$ cat src/rtl/tag_length_tag_deframer_top_macros.svh
// Assertion macros used by the deframer top level.
`ifndef TAG_LENGTH_TAG_DEFRAMER_TOP_MACROS_SVH
`define TAG_LENGTH_TAG_DEFRAMER_TOP_MACROS_SVH

// The consequent must hold in the same cycle as the antecedent.
`define TLTD_ASSERT_NOW(lbl, clk, rst_n, ante, cons, msg) \
    lbl: assert property (@(posedge clk) disable iff (!(rst_n)) (ante) |-> (cons)) \
        else $error(msg);

// The consequent must hold in the cycle after the antecedent.
`define TLTD_ASSERT_NEXT(lbl, clk, rst_n, ante, cons, msg) \
    lbl: assert property (@(posedge clk) disable iff (!(rst_n)) (ante) |=> (cons)) \
        else $error(msg);

`endif

$ cat src/rtl/tltd_pkg.sv
// Shared types and constants of the tag-length-tag deframer.
package tltd_pkg;

    // Field widths and frame layout.
    localparam int BYTE_W    = 8;
    localparam int NUM_TAGS  = 5;
    localparam int MIN_FRAME = 6;
    localparam int CFG_IDX_W = 3;

    // Configuration register indexes.
    localparam logic [CFG_IDX_W-1:0] REG_TAG_WRITE     = 3'd0;
    localparam logic [CFG_IDX_W-1:0] REG_TAG_READ      = 3'd1;
    localparam logic [CFG_IDX_W-1:0] REG_TAG_HANDSHAKE = 3'd2;
    localparam logic [CFG_IDX_W-1:0] REG_TAG_INIT      = 3'd3;
    localparam logic [CFG_IDX_W-1:0] REG_TAG_SETUP     = 3'd4;

    // Reset values of the tag registers.
    localparam logic [BYTE_W-1:0] RST_TAG_WRITE     = 8'd1;
    localparam logic [BYTE_W-1:0] RST_TAG_READ      = 8'd2;
    localparam logic [BYTE_W-1:0] RST_TAG_HANDSHAKE = 8'd3;
    localparam logic [BYTE_W-1:0] RST_TAG_INIT      = 8'd4;
    localparam logic [BYTE_W-1:0] RST_TAG_SETUP     = 8'd5;

    // One configuration write request.
    typedef struct packed {
        logic                 we;
        logic [CFG_IDX_W-1:0] idx;
        logic [BYTE_W-1:0]    data;
    } t_cfg_wr;

endpackage

$ cat src/rtl/tltd_tag_match.sv
// Type tag register file and tag byte matcher.
module tltd_tag_match (
    input  logic                             i_clk,
    input  logic                             i_rst_n,
    input  tltd_pkg::t_cfg_wr                i_cfg,
    input  logic [tltd_pkg::BYTE_W-1:0]      i_byte,
    output logic                             o_is_tag
);
    import tltd_pkg::*;

    logic [BYTE_W-1:0] r_tag_write;
    logic [BYTE_W-1:0] r_tag_read;
    logic [BYTE_W-1:0] r_tag_handshake;
    logic [BYTE_W-1:0] r_tag_init;
    logic [BYTE_W-1:0] r_tag_setup;

    // Register writes; indexes past the last register are ignored.
    always_ff @(posedge i_clk) begin
        if (!i_rst_n) begin
            r_tag_write     <= RST_TAG_WRITE;
            r_tag_read      <= RST_TAG_READ;
            r_tag_handshake <= RST_TAG_HANDSHAKE;
            r_tag_init      <= RST_TAG_INIT;
            r_tag_setup     <= RST_TAG_SETUP;
        end else if (i_cfg.we) begin
            case (i_cfg.idx)
                REG_TAG_WRITE:     r_tag_write     <= i_cfg.data;
                REG_TAG_READ:      r_tag_read      <= i_cfg.data;
                REG_TAG_HANDSHAKE: r_tag_handshake <= i_cfg.data;
                REG_TAG_INIT:      r_tag_init      <= i_cfg.data;
                REG_TAG_SETUP:     r_tag_setup     <= i_cfg.data;
                default: ;
            endcase
        end
    end

    // A byte is a tag when it equals any of the configured values.
    assign o_is_tag = (i_byte == r_tag_write)     || (i_byte == r_tag_read) ||
                      (i_byte == r_tag_handshake) || (i_byte == r_tag_init) ||
                      (i_byte == r_tag_setup);

endmodule

$ cat src/rtl/tag_length_tag_deframer_top.sv
// Top level of the tag-length-tag deframer: pending byte buffer and scan sequencer.
//
//  channel    | direction | handshake              | payload
//  -----------+-----------+------------------------+---------------------------------------
//  s stream   | in        | i_s_tvalid/o_s_tready  | tdata: rx_byte
//  m stream   | out       | o_m_tvalid/i_m_tready  | tdata: frame_byte, tuser: type, first;
//             |           |                        | tlast: frame_last
//  config     | in        | i_cfg_we               | i_cfg_idx, i_cfg_data
//
// A byte enters the circular buffer only while idle; each scan step uses the single read
// port: scan and tag steps per dropped byte, tag, length and close steps per candidate
// frame (a too large length ends it in the length steps), one frame byte per cycle while
// taken. A tag waits in idle with under 6 bytes pending or too few for its frame. Reset
// clears the pending count, head and output valid and sets the tag reset values; buffer
// contents are only read where written. A stalled output holds the sequencer in emit.
`include "tag_length_tag_deframer_top_macros.svh"

module tag_length_tag_deframer_top #(
    parameter int BUFFER_DEPTH = 64
) (
    input  logic        i_clk,
    input  logic        i_rst_n,
    // Received bytes.
    input  logic        i_s_tvalid,
    output logic        o_s_tready,
    input  logic [7:0]  i_s_tdata,   // [7:0] rx_byte
    // Extracted frame bytes.
    output logic        o_m_tvalid,
    input  logic        i_m_tready,
    output logic [7:0]  o_m_tdata,   // [7:0] frame_byte
    output logic [15:0] o_m_tuser,   // [7:0] frame_type, [8] frame_first, [15:9] zero
    output logic        o_m_tlast,
    // Tag register writes.
    input  logic        i_cfg_we,
    input  logic [2:0]  i_cfg_idx,
    input  logic [7:0]  i_cfg_data
);
    import tltd_pkg::*;

    localparam int AW = $clog2(BUFFER_DEPTH);
    localparam int CW = $clog2(BUFFER_DEPTH + 1);
    localparam int SW = CW + 1;
    localparam logic [SW-1:0] DEPTH_S = SW'(BUFFER_DEPTH);
    localparam logic [CW-1:0] DEPTH_C = CW'(BUFFER_DEPTH);
    localparam logic [CW-1:0] MIN_C   = CW'(MIN_FRAME);
    localparam logic [8:0]    DEPTH_9 = 9'(BUFFER_DEPTH);

    // Sequencer states.
    localparam logic [3:0] S_IDLE  = 4'd0;
    localparam logic [3:0] S_SCAN  = 4'd1;
    localparam logic [3:0] S_TAG   = 4'd2;
    localparam logic [3:0] S_LEN1  = 4'd3;
    localparam logic [3:0] S_LEN2  = 4'd4;
    localparam logic [3:0] S_LEN3  = 4'd5;
    localparam logic [3:0] S_LEN4  = 4'd6;
    localparam logic [3:0] S_CLOSE = 4'd7;
    localparam logic [3:0] S_EMIT  = 4'd8;

    // Circular index wrap; the sum is always below twice the depth.
    function automatic logic [AW-1:0] wrap(input logic [SW-1:0] s);
        logic [SW-1:0] t;
        t = (s >= DEPTH_S) ? s - DEPTH_S : s;
        return t[AW-1:0];
    endfunction

    logic [BYTE_W-1:0] r_mem [BUFFER_DEPTH];
    logic [BYTE_W-1:0] r_rd_data;

    logic [3:0]        r_state, n_state;
    logic [AW-1:0]     r_head, n_head;
    logic [CW-1:0]     r_count, n_count;
    logic [BYTE_W-1:0] r_tag, n_tag;
    logic [BYTE_W-1:0] r_len, n_len;
    logic              r_big, n_big;
    logic [CW-1:0]     r_total, n_total;
    logic [CW-1:0]     r_idx, n_idx;

    logic              r_out_valid, n_out_valid;
    logic [BYTE_W-1:0] r_out_byte, n_out_byte;
    logic [BYTE_W-1:0] r_out_type, n_out_type;
    logic              r_out_first, n_out_first;
    logic              r_out_last, n_out_last;

    logic [CW-1:0]     off_sel;
    logic [AW-1:0]     rd_addr;
    logic [AW-1:0]     wr_addr;
    logic              s_accept;
    logic              out_free;
    logic              is_tag;
    logic              len_big;
    logic [8:0]        tot9;
    logic [CW-1:0]     drop_n;
    t_cfg_wr           cfg_wr;

    assign cfg_wr = '{we: i_cfg_we, idx: i_cfg_idx, data: i_cfg_data};

    tltd_tag_match u_tag_match (
        .i_clk    (i_clk),
        .i_rst_n  (i_rst_n),
        .i_cfg    (cfg_wr),
        .i_byte   (r_rd_data),
        .o_is_tag (is_tag)
    );

    assign o_s_tready = (r_state == S_IDLE);
    assign s_accept   = i_s_tvalid && o_s_tready;
    assign out_free   = !r_out_valid || i_m_tready;

    // A full buffer writes over its oldest byte, which is at the head.
    assign wr_addr = wrap(SW'(r_head) + SW'(r_count));
    assign rd_addr = wrap(SW'(r_head) + SW'(off_sel));

    // Length checks on the candidate frame.
    assign len_big = r_big || (r_rd_data != 8'd0);
    assign tot9    = {1'b0, r_len} + 9'(MIN_FRAME);

    // Buffer write and registered read.
    always_ff @(posedge i_clk) begin
        if (s_accept) begin
            r_mem[wr_addr] <= i_s_tdata;
        end
        r_rd_data <= r_mem[rd_addr];
    end

    // Scan sequencer.
    always_comb begin
        n_state     = r_state;
        n_head      = r_head;
        n_count     = r_count;
        n_tag       = r_tag;
        n_len       = r_len;
        n_big       = r_big;
        n_total     = r_total;
        n_idx       = r_idx;
        n_out_valid = r_out_valid && !i_m_tready;
        n_out_byte  = r_out_byte;
        n_out_type  = r_out_type;
        n_out_first = r_out_first;
        n_out_last  = r_out_last;
        off_sel     = '0;
        drop_n      = '0;

        case (r_state)
            S_IDLE: begin
                if (s_accept) begin
                    if (r_count == DEPTH_C) begin
                        n_head = wrap(SW'(r_head) + SW'(1));
                    end else begin
                        n_count = r_count + CW'(1);
                    end
                    n_state = S_SCAN;
                end
            end
            S_SCAN: begin
                n_state = (r_count == '0) ? S_IDLE : S_TAG;
            end
            S_TAG: begin
                if (!is_tag) begin
                    drop_n  = CW'(1);
                    n_state = S_SCAN;
                end else if (r_count < MIN_C) begin
                    n_state = S_IDLE;
                end else begin
                    n_tag   = r_rd_data;
                    off_sel = CW'(1);
                    n_state = S_LEN1;
                end
            end
            S_LEN1: begin
                n_len   = r_rd_data;
                off_sel = CW'(2);
                n_state = S_LEN2;
            end
            S_LEN2: begin
                n_big   = (r_rd_data != 8'd0);
                off_sel = CW'(3);
                n_state = S_LEN3;
            end
            S_LEN3: begin
                n_big   = len_big;
                off_sel = CW'(4);
                n_state = S_LEN4;
            end
            S_LEN4: begin
                if (len_big || (tot9 > DEPTH_9)) begin
                    drop_n  = CW'(1);
                    n_state = S_SCAN;
                end else if (tot9 > 9'(r_count)) begin
                    n_state = S_IDLE;
                end else begin
                    off_sel = CW'(tot9 - 9'd1);
                    n_total = CW'(tot9);
                    n_state = S_CLOSE;
                end
            end
            S_CLOSE: begin
                if (r_rd_data != r_tag) begin
                    drop_n  = CW'(1);
                    n_state = S_SCAN;
                end else begin
                    n_idx   = '0;
                    n_state = S_EMIT;
                end
            end
            S_EMIT: begin
                off_sel = r_idx;
                if (out_free) begin
                    n_out_valid = 1'b1;
                    n_out_byte  = r_rd_data;
                    n_out_type  = r_tag;
                    n_out_first = (r_idx == '0);
                    n_out_last  = (r_idx == r_total - CW'(1));
                    if (r_idx == r_total - CW'(1)) begin
                        drop_n  = r_total;
                        n_state = S_SCAN;
                    end else begin
                        n_idx   = r_idx + CW'(1);
                        off_sel = r_idx + CW'(1);
                    end
                end
            end
            default: begin
                n_state = S_IDLE;
            end
        endcase

        // Bytes removed from the front of the buffer.
        if (drop_n != '0) begin
            n_head  = wrap(SW'(r_head) + SW'(drop_n));
            n_count = r_count - drop_n;
        end
    end

    // Control registers.
    always_ff @(posedge i_clk) begin
        if (!i_rst_n) begin
            r_state     <= S_IDLE;
            r_head      <= '0;
            r_count     <= '0;
            r_out_valid <= 1'b0;
        end else begin
            r_state     <= n_state;
            r_head      <= n_head;
            r_count     <= n_count;
            r_out_valid <= n_out_valid;
        end
    end

    // Payload registers.
    always_ff @(posedge i_clk) begin
        r_tag       <= n_tag;
        r_len       <= n_len;
        r_big       <= n_big;
        r_total     <= n_total;
        r_idx       <= n_idx;
        r_out_byte  <= n_out_byte;
        r_out_type  <= n_out_type;
        r_out_first <= n_out_first;
        r_out_last  <= n_out_last;
    end

    assign o_m_tvalid = r_out_valid;
    assign o_m_tdata  = r_out_byte;
    assign o_m_tuser  = {7'd0, r_out_first, r_out_type};
    assign o_m_tlast  = r_out_last;

    // Checks on the buffer bookkeeping and the emitted frame.
    `TLTD_ASSERT_NOW(a_count_bound, i_clk, i_rst_n, 1'b1, r_count <= DEPTH_C, "pending count over depth")
    `TLTD_ASSERT_NEXT(a_full_stays, i_clk, i_rst_n, s_accept && (r_count == DEPTH_C), r_count == DEPTH_C, "full buffer lost a byte")
    `TLTD_ASSERT_NOW(a_emit_index, i_clk, i_rst_n, r_state == S_EMIT, (r_idx < r_total) && (r_total <= r_count), "emit index past frame")
    `TLTD_ASSERT_NOW(a_first_is_type, i_clk, i_rst_n, o_m_tvalid && o_m_tuser[8], o_m_tdata == o_m_tuser[7:0], "opening byte differs from type")

endmodule
$ cat config.mk
export PLATFORM = sky130hd
export DESIGN_NAME = tag_length_tag_deframer_top
export DESIGN_NICKNAME = d
export VERILOG_FILES = /design/src/rtl/tltd_pkg.sv /design/src/rtl/tltd_tag_match.sv /design/src/rtl/tag_length_tag_deframer_top.sv
export VERILOG_INCLUDE_DIRS = /design/src /design/src/rtl
export SDC_FILE = /design/constraint.sdc
export NUM_CORES = 1
export LEC_CHECK = 0
export BUFFER_PORTS_ARGS = -buffer_cell sky130_fd_sc_hd__buf_2
export CAP_MARGIN = 5
export CORE_MARGIN = 2
export CORE_UTILIZATION = 57
export CTS_CLUSTER_SIZE = 12
export DETAILED_ROUTE_END_ITERATION = 7
export PLACE_DENSITY = 0.76
export SLEW_MARGIN = 20
export SYNTH_ARGS = -nofsm -noshare
export SYNTH_HDL_FRONTEND = slang
export SYNTH_HIERARCHICAL = 1
export SYNTH_SLANG_ARGS = --single-unit
$ cat constraint.sdc
create_clock -name i_clk -period 5.5 [get_ports i_clk]
set_input_delay 1.375 -clock i_clk [delete_from_list [all_inputs] [get_ports i_clk]]
set_output_delay 1.375 -clock i_clk [all_outputs]
set_load 0.1 [all_outputs]
# After elaboration in Yosys (flattened, before gate mapping)
# Memory sizes are Yosys's and may differ from the RTL's. A register that Yosys moved wholly into a read port is not among the register bits.
# Cells that the tools add are included.
[totals]
reg_bits = 107
mem_bits_rw = 512
inputBits = 24
n_memories = 1
[classes]
n_addsub = 14
n_lt_le_gt_ge = 7
n_eq_ne = 25
mux = 42
bitwise = 3
reduce_logical = 34
[mem_list]
columns = ["memory", "words", "word_bits", "read_ports", "rd_clocked_by_memory_dff", "write_ports", "line_no", "rtl"]
rows = [
  ["r_mem", 64, 8, 1, 1, 1, "tag_length_tag_deframer_top.sv:66", "logic [BYTE_W-1:0] r_mem [BUFFER_DEPTH];"],
]
[op_table]
columns = ["operator", "count"]
rows = [
  ["$mux W7", 11],
  ["$mux W6", 8],
  ["$pmux W7 S6", 1],
  ["$eq A8 B8 Y1", 5],
  ["$pmux W4 S9", 1],
  ["$pmux W7 S4", 1],
  ["$add A6 B7 Y8", 3],
  ["$ge A8 B7 Y1 const B", 3],
  ["$sub A6 B1 Y6 const B", 4],
  ["$eq A4 B3 Y1 const B", 4],
  ["$mux W4", 4],
  ["$reduce_and A3 Y1", 5],
  ["$add A7 B1 Y7 const B", 2],
  ["$logic_not A7 Y1", 2],
  ["$pmux W7 S2", 1],
  ["$reduce_and A2 Y1", 7],
  ["$sub A7 B1 Y7 const B", 2],
  ["$reduce_bool A2 Y1", 5],
  ["$add A8 B3 Y9 const B", 1],
  ["$gt A9 B7 Y1", 1],
  ["$gt A9 B7 Y1 const B", 1],
  ["$mux W1", 9],
  ["$eq A4 B2 Y1 const B", 2],
  ["$ne A8 B8 Y1", 1],
  ["other kinds (24)", 41],
]

# Logic depth before layout (Yosys ltp)
[depth]
word_depth = 11
depth_mapped = 22

# Modules after synthesis
# Netlist, hierarchy kept.
[by_module_without_submodules]
columns = ["module", "instances", "cells_per_inst", "area_per_inst_um2"]
rows = [
  ["tag_length_tag_deframer_top", 1, 1492, 25071.5],
  ["tltd_tag_match", 1, 245, 1991.9],
]

# Least setup slack after synthesis
# No wires, ideal clock.
[synth_timing]
kind = "flip-flop to flip-flop"
from = "register r_len[1]"
to = "register r_rd_data[6], read port of r_mem"
setup_time_ns = 0.124
arrival_ns = 5.158
t_required_ns = 5.376
path_slack_ns = 0.219
path_stages_with_launch = 23
path_buffers = 3
synth_period_minus_slack_ns = 5.281
path_cell_list = "edfxtp_1 inv_1 ha_1 nand3b_1 xnor2_1 ha_1 nand4_1 o22ai_1 a31oi_1 nor4_4 a2111o_1 ha_1 fa_1 buf_2 clkbuf_1 clkbuf_1 mux4_2 o21ai_0 nand3_1 a21oi_1 o21bai_1 a21oi_1 a211oi_2"
[synth_via]
elab_chain_cells = 8
[synth_rtl]
columns = ["element", "line_no", "rtl"]
rows = [
  ["start: declaration", "tag_length_tag_deframer_top.sv:73", "logic [BYTE_W-1:0] r_len, n_len;"],
  ["start signal: assignment", "tag_length_tag_deframer_top.sv:252", "r_len <= n_len;"],
  ["$add A8 B3 Y9 *", "tag_length_tag_deframer_top.sv:115", "assign tot9 = {1'b0, r_len} + 9'(MIN_FRAME);"],
  ["via tot9[1]", "tag_length_tag_deframer_top.sv:91", "logic [8:0] tot9;"],
  ["$gt A9 B7 Y1, or another cell as far along", "tag_length_tag_deframer_top.sv:188", "end else if (tot9 > 9'(r_count)) begin"],
  ["$mux W7 or $logic_or A1 B1 Y1 (tied branches)", "tag_length_tag_deframer_top.sv:188, tag_length_tag_deframer_top.sv:185", ""],
  ["$mux W7 *", "tag_length_tag_deframer_top.sv:185", "if (len_big || (tot9 > DEPTH_9)) begin"],
  ["$pmux W7 S6 *", "tag_length_tag_deframer_top.sv:143", "case (r_state)"],
  ["$add A6 B7 Y8 *", "tag_length_tag_deframer_top.sv:111", "assign rd_addr = wrap(SW'(r_head) + SW'(off_sel));"],
  ["$ge A8 B7 Y1 or $sub A6 B1 Y6 (tied branches)", "tag_length_tag_deframer_top.sv:62", "t = (s >= DEPTH_S) ? s - DEPTH_S : s;"],
  ["$mux W6 *", "tag_length_tag_deframer_top.sv:62", ""],
  ["end: declaration", "tag_length_tag_deframer_top.sv:67", "logic [BYTE_W-1:0] r_rd_data;"],
]
# Mark *: on every way through the listed nets, which the timed path passes. The rest lies on a longest branch.
# A chain may end at the register's enable or synchronous reset.

# Worst setup path after layout
[layout_timing]
from = "register r_len[1]"
to = "register r_rd_data[3], read port of r_mem"
# The elaborated chain is that of the path after synthesis.

==> impl_metrics.env <==
export IMPL_status="completed"
export IMPL_dieArea_um2=49240
export IMPL_antenna_found_initial=0
export IMPL_reg2reg_depth=21
export IMPL_ys_ff_latch=627
export IMPL_syn_to_final_growth_pct=12.35
export IMPL_dpl_cell_area_um2=28240
export IMPL_finalCritPeriodShare=0.9763
export IMPL_grt_usage=0.2555
export IMPL_layout_common_cells="561 x edfxtp_1, 174 x nand2_1, 128 x nor2_1, 128 x mux4_2, 71 x clkbuf_16"
export IMPL_finClkSkew_ns=0.01959
export IMPL_gr_usage_met3=0.04506
export IMPL_avgSynthCellArea_um2=15.58
export IMPL_clk_pin_slew_ns=0.06
export IMPL_rsz0062_at_grt="true"
export IMPL_final_area_um2=30410
export IMPL_dr_pass1_iters=5
export IMPL_max_slew_margin_rel=0.3039
export IMPL_grt_max_degree=65
export IMPL_synth_cell_types=74
export IMPL_grt_overflow=0
export IMPL_layout_nets=1894
export IMPL_power_internal_uw=8049
export IMPL_leakage_uw=0.01010
export IMPL_path_class="reg -> reg"
export IMPL_grt_pass1_vias=16030
export IMPL_n_fill_cell=3131
export IMPL_antennaDiodeCount=0
export IMPL_vias=15920
export IMPL_hold_class="reg -> reg"
export IMPL_io_pin_count=51
export IMPL_final_common_cell="edfxtp_1"
export IMPL_portBuffers=43
export IMPL_grt_use_met2=0.4039
export IMPL_ant_nets=0
export IMPL_core_area_um2=46750
export IMPL_cellPowerDensity_nw_per_um2=343.8
export IMPL_cts_htree_levels=3
export IMPL_viasPerCell=6.433
export IMPL_hold_viol_final=0
export IMPL_seq_power_share=0.510
export IMPL_drv_slew=0
export IMPL_dp_slack_ns=-0.05003
export IMPL_startpoint_type="register"
export IMPL_cpPeakStageDelay_ns=0.89
export IMPL_fin_ws_ns=0.1306
export IMPL_holdWs_ns=0.4683
export IMPL_die_y_um=221.9
export IMPL_synth_ff_type="edfxtp_1"
export IMPL_drt_total_wl_mm=62.82
export IMPL_cp_startpoint="r_len[1]"
export IMPL_r2r_end="r_rd_data[3]"
export IMPL_crit_slowest_cell="fa_4"
export IMPL_async_flop_share=0
export IMPL_power_switching_uw=2406
export IMPL_die_x_um=221.9
export IMPL_p_sw_frac=0.2301
export IMPL_use_met1=0.3573
export IMPL_arrival_ns=5.84
export IMPL_dpl_hpwl_mm=38.80
export IMPL_comb_power_share=0.091
export IMPL_maxCapViolCount=0
export IMPL_grt_pass1_wl_mm=95.35
export IMPL_r2r_slack_ns=0.13
export IMPL_cp_cell_sequence="inv_1 > ha_1 > nand3b_1 > xnor2_2 > ha_1 > o21a_1 > o22ai_1 > a31oi_2 > nor4_4 > nor2b_1 > or4_4 > fa_4 > buf_4 > clkbuf_16 > mux4_2 > and3_1 > a211oi_1 > a31o_2 > mux2i_1 > o21ai_0 > a211oi_1"
export IMPL_r2r_start="r_len[1]"
export IMPL_peakVddDrop_v=0.0002657
export IMPL_cp_required_ns=5.97
export IMPL_crit_end="r_rd_data[3]"
export IMPL_clock_sinks=627
export IMPL_clock_root_buffer="clkbuf_16"
export IMPL_cts_buffers=67
export IMPL_setup_viol=0
export IMPL_drive_gt1_frac=0.2148
export IMPL_tns_ns=0
export IMPL_timing_fmax_ghz=0.1862
export IMPL_first_iter_violations=1669
export IMPL_syn_area_um2=27060
export IMPL_synth_edf_count=561
export IMPL_grt_busiest_layer="met2"
export IMPL_synthCells=1737
export IMPL_p_clk_frac=0.399
export IMPL_seq_area_frac_synth=0.6713
export IMPL_start_util=0.5789
export IMPL_clk_latency_ns=0.60
export IMPL_finalCriticalPeriod_ns=5.369
export IMPL_yosys_warnings=6
export IMPL_clock_path_buffers=3
export IMPL_drc=0
export IMPL_cts_tree="yes"
export IMPL_wl_per_cell_um=25.39
export IMPL_rows=79
export IMPL_place_congestion=0.8861
export IMPL_end_kind="register"
export IMPL_path_max_fanout=15
export IMPL_tightest_slew_ns=1.033
-- cell families after synthesis --
group           Yosys count  synth area share
mux                     143            0.1121
compound gates          230           0.06209
buf+inv                 124           0.02053
fa+ha+maj                40           0.01960
xor+xnor                 90           0.02968
other cells               1         0.0001386
flops                   627            0.6713
simple gates            482           0.08456
-- layout make-up --
type / count / area [um2] / share of cell area
sequential: 627 / 18170 / 0.5975
multi-input combinational: 992 / 8492 / 0.2793
clock buffer: 85 / 1787 / 0.05876
timing repair buffer: 111 / 887.1 / 0.02917
tap: 607 / 759.5 / 0.02498
clock inverter: 21 / 197.7 / 0.006502
inverter: 31 / 116.4 / 0.003827
-- synth_stat cells (3+ instances only) --
| master | count | area [um2] |
|---|---|---|
| nor2b_1 | 8 | 50.05 |
| a211oi_1 | 42 | 315.3 |
| o31a_1 | 3 | 26.28 |
| nand2b_1 | 3 | 18.77 |
| o21a_1 | 4 | 30.03 |
| nand2_1 | 175 | 656.9 |
| buf_4 | 12 | 90.09 |
| nor3_1 | 11 | 55.05 |
| buf_1 | 5 | 18.77 |
| a22o_1 | 8 | 70.07 |
| o22ai_1 | 3 | 18.77 |
| xor2_1 | 33 | 289.0 |
| nand3_1 | 40 | 200.2 |
| mux2i_1 | 14 | 140.1 |
| fa_1 | 4 | 80.08 |
| and2_1 | 9 | 56.30 |
| a21oi_1 | 37 | 185.2 |
| a211oi_2 | 3 | 37.54 |
| nor3b_1 | 3 | 22.52 |
| and3_1 | 37 | 231.5 |
| nor2_1 | 129 | 484.2 |
| mux4_2 | 128 | 2883 |
| a31o_2 | 32 | 280.3 |
| o21ai_0 | 10 | 50.05 |
| dfxtp_1 | 66 | 1321 |
| o21ai_1 | 8 | 40.04 |
| a21o_1 | 11 | 82.58 |
| a21boi_1 | 19 | 142.6 |
| nand4_1 | 22 | 137.6 |
| inv_1 | 29 | 108.9 |
| o21bai_1 | 5 | 37.54 |
| a31oi_1 | 9 | 56.30 |
| edfxtp_1 | 561 | 16850 |
| nand3b_1 | 4 | 30.03 |
| xnor2_1 | 55 | 481.7 |
| ha_1 | 36 | 450.4 |
| a41oi_1 | 8 | 70.07 |
| clkbuf_1 | 45 | 168.9 |
| buf_2 | 30 | 150.1 |
| nor4_1 | 19 | 118.9 |
| a21boi_0 | 14 | 105.1 |
-- registers in the layout, summed over array words and instances (netlist names) --
| signal | count |
|---|---|
| u_tag_match/r_tag_handshake | 8 |
| r_len | 8 |
| r_mem | 512 |
| o_m_tlast | 1 |
| u_tag_match/r_tag_write | 8 |
| o_m_tdata | 8 |
| r_tag | 8 |
| u_tag_match/r_tag_setup | 8 |
| r_head | 6 |
| u_tag_match/r_tag_init | 8 |
| r_total | 7 |
| r_out_first | 1 |
| r_state | 4 |
| r_count | 7 |
| u_tag_match/r_tag_read | 8 |
| r_idx | 7 |
| r_rd_data | 8 |
| o_m_tvalid | 1 |
| r_out_type | 8 |
| r_big | 1 |
-- power by group through the flow --
stage,Clock (uW),Combinational (uW),Sequential (uW)
2_1_floorplan,0,646,5380
3_3_place_gp,0,901,5430
3_5_place_dp,0,921,5430
4_1_cts,4210,929,5330
5_1_grt,4400,1010,5330
6_report,4180,950,5330
-- how the worst min path moves through the flow --
stage / start / end / slack, ns / depth (start not counted)
after floorplan: u_tag_match/r_tag_read[0] / u_tag_match/r_tag_read[0] / 0.45 / 2
after global placement: u_tag_match/r_tag_setup[3] / u_tag_match/r_tag_setup[3] / 0.45 / 2
after detailed placement: r_tag[1] / r_out_type[1] / 0.46 / 0
after CTS: u_tag_match/r_tag_handshake[4] / u_tag_match/r_tag_handshake[4] / 0.47 / 2
after global routing: u_tag_match/r_tag_setup[3] / u_tag_match/r_tag_setup[3] / 0.49 / 2
final: u_tag_match/r_tag_handshake[4] / u_tag_match/r_tag_handshake[4] / 0.47 / 2
-- stage by stage --
stage / total power [uW] / utilization / std cells
3_3_place_gp: 6329 / 0.6039 / 2362
5_1_grt: 10750 / 0.6504 / 2474
4_1_cts: 10470 / 0.6466 / 2468
2_1_floorplan: 6029 / - / 1743
6_report: 10460 / 0.6504 / 2474
3_5_place_dp: 6351 / 0.6039 / 2362
-- layer usage --
metal / vias up / share of wire
li1: 6905 / -
met1: 8080 / 0.41
met2: 789 / 0.48
met3: 141 / 0.075
met4: 0 / 0.039
met5: - / 0
-- worst max-delay path, delay by kind of cell, from the launching register on --
| kind | cells | cell delay [ns] |
|---|---|---|
| compound gates | 7 | 1.20 |
| xor+xnor | 1 | 0.19 |
| fa+ha+maj | 3 | 1.45 |
| buf+inv | 3 | 0.46 |
| flops | 1 | 0.41 |
| mux | 2 | 0.39 |
| simple gates | 5 | 1.14 |
-- repair_timing --
action,4_1_cts,5_1_grt
gates resized for setup,2,15
gates cloned,0,2
endpoints found under the setup margin,4,8
pin swaps,0,5
hold buffers,0,0
setup buffers,0,4
hold endpoints to repair,0,0
Note: power is estimated with default switching activity, not from simulation.
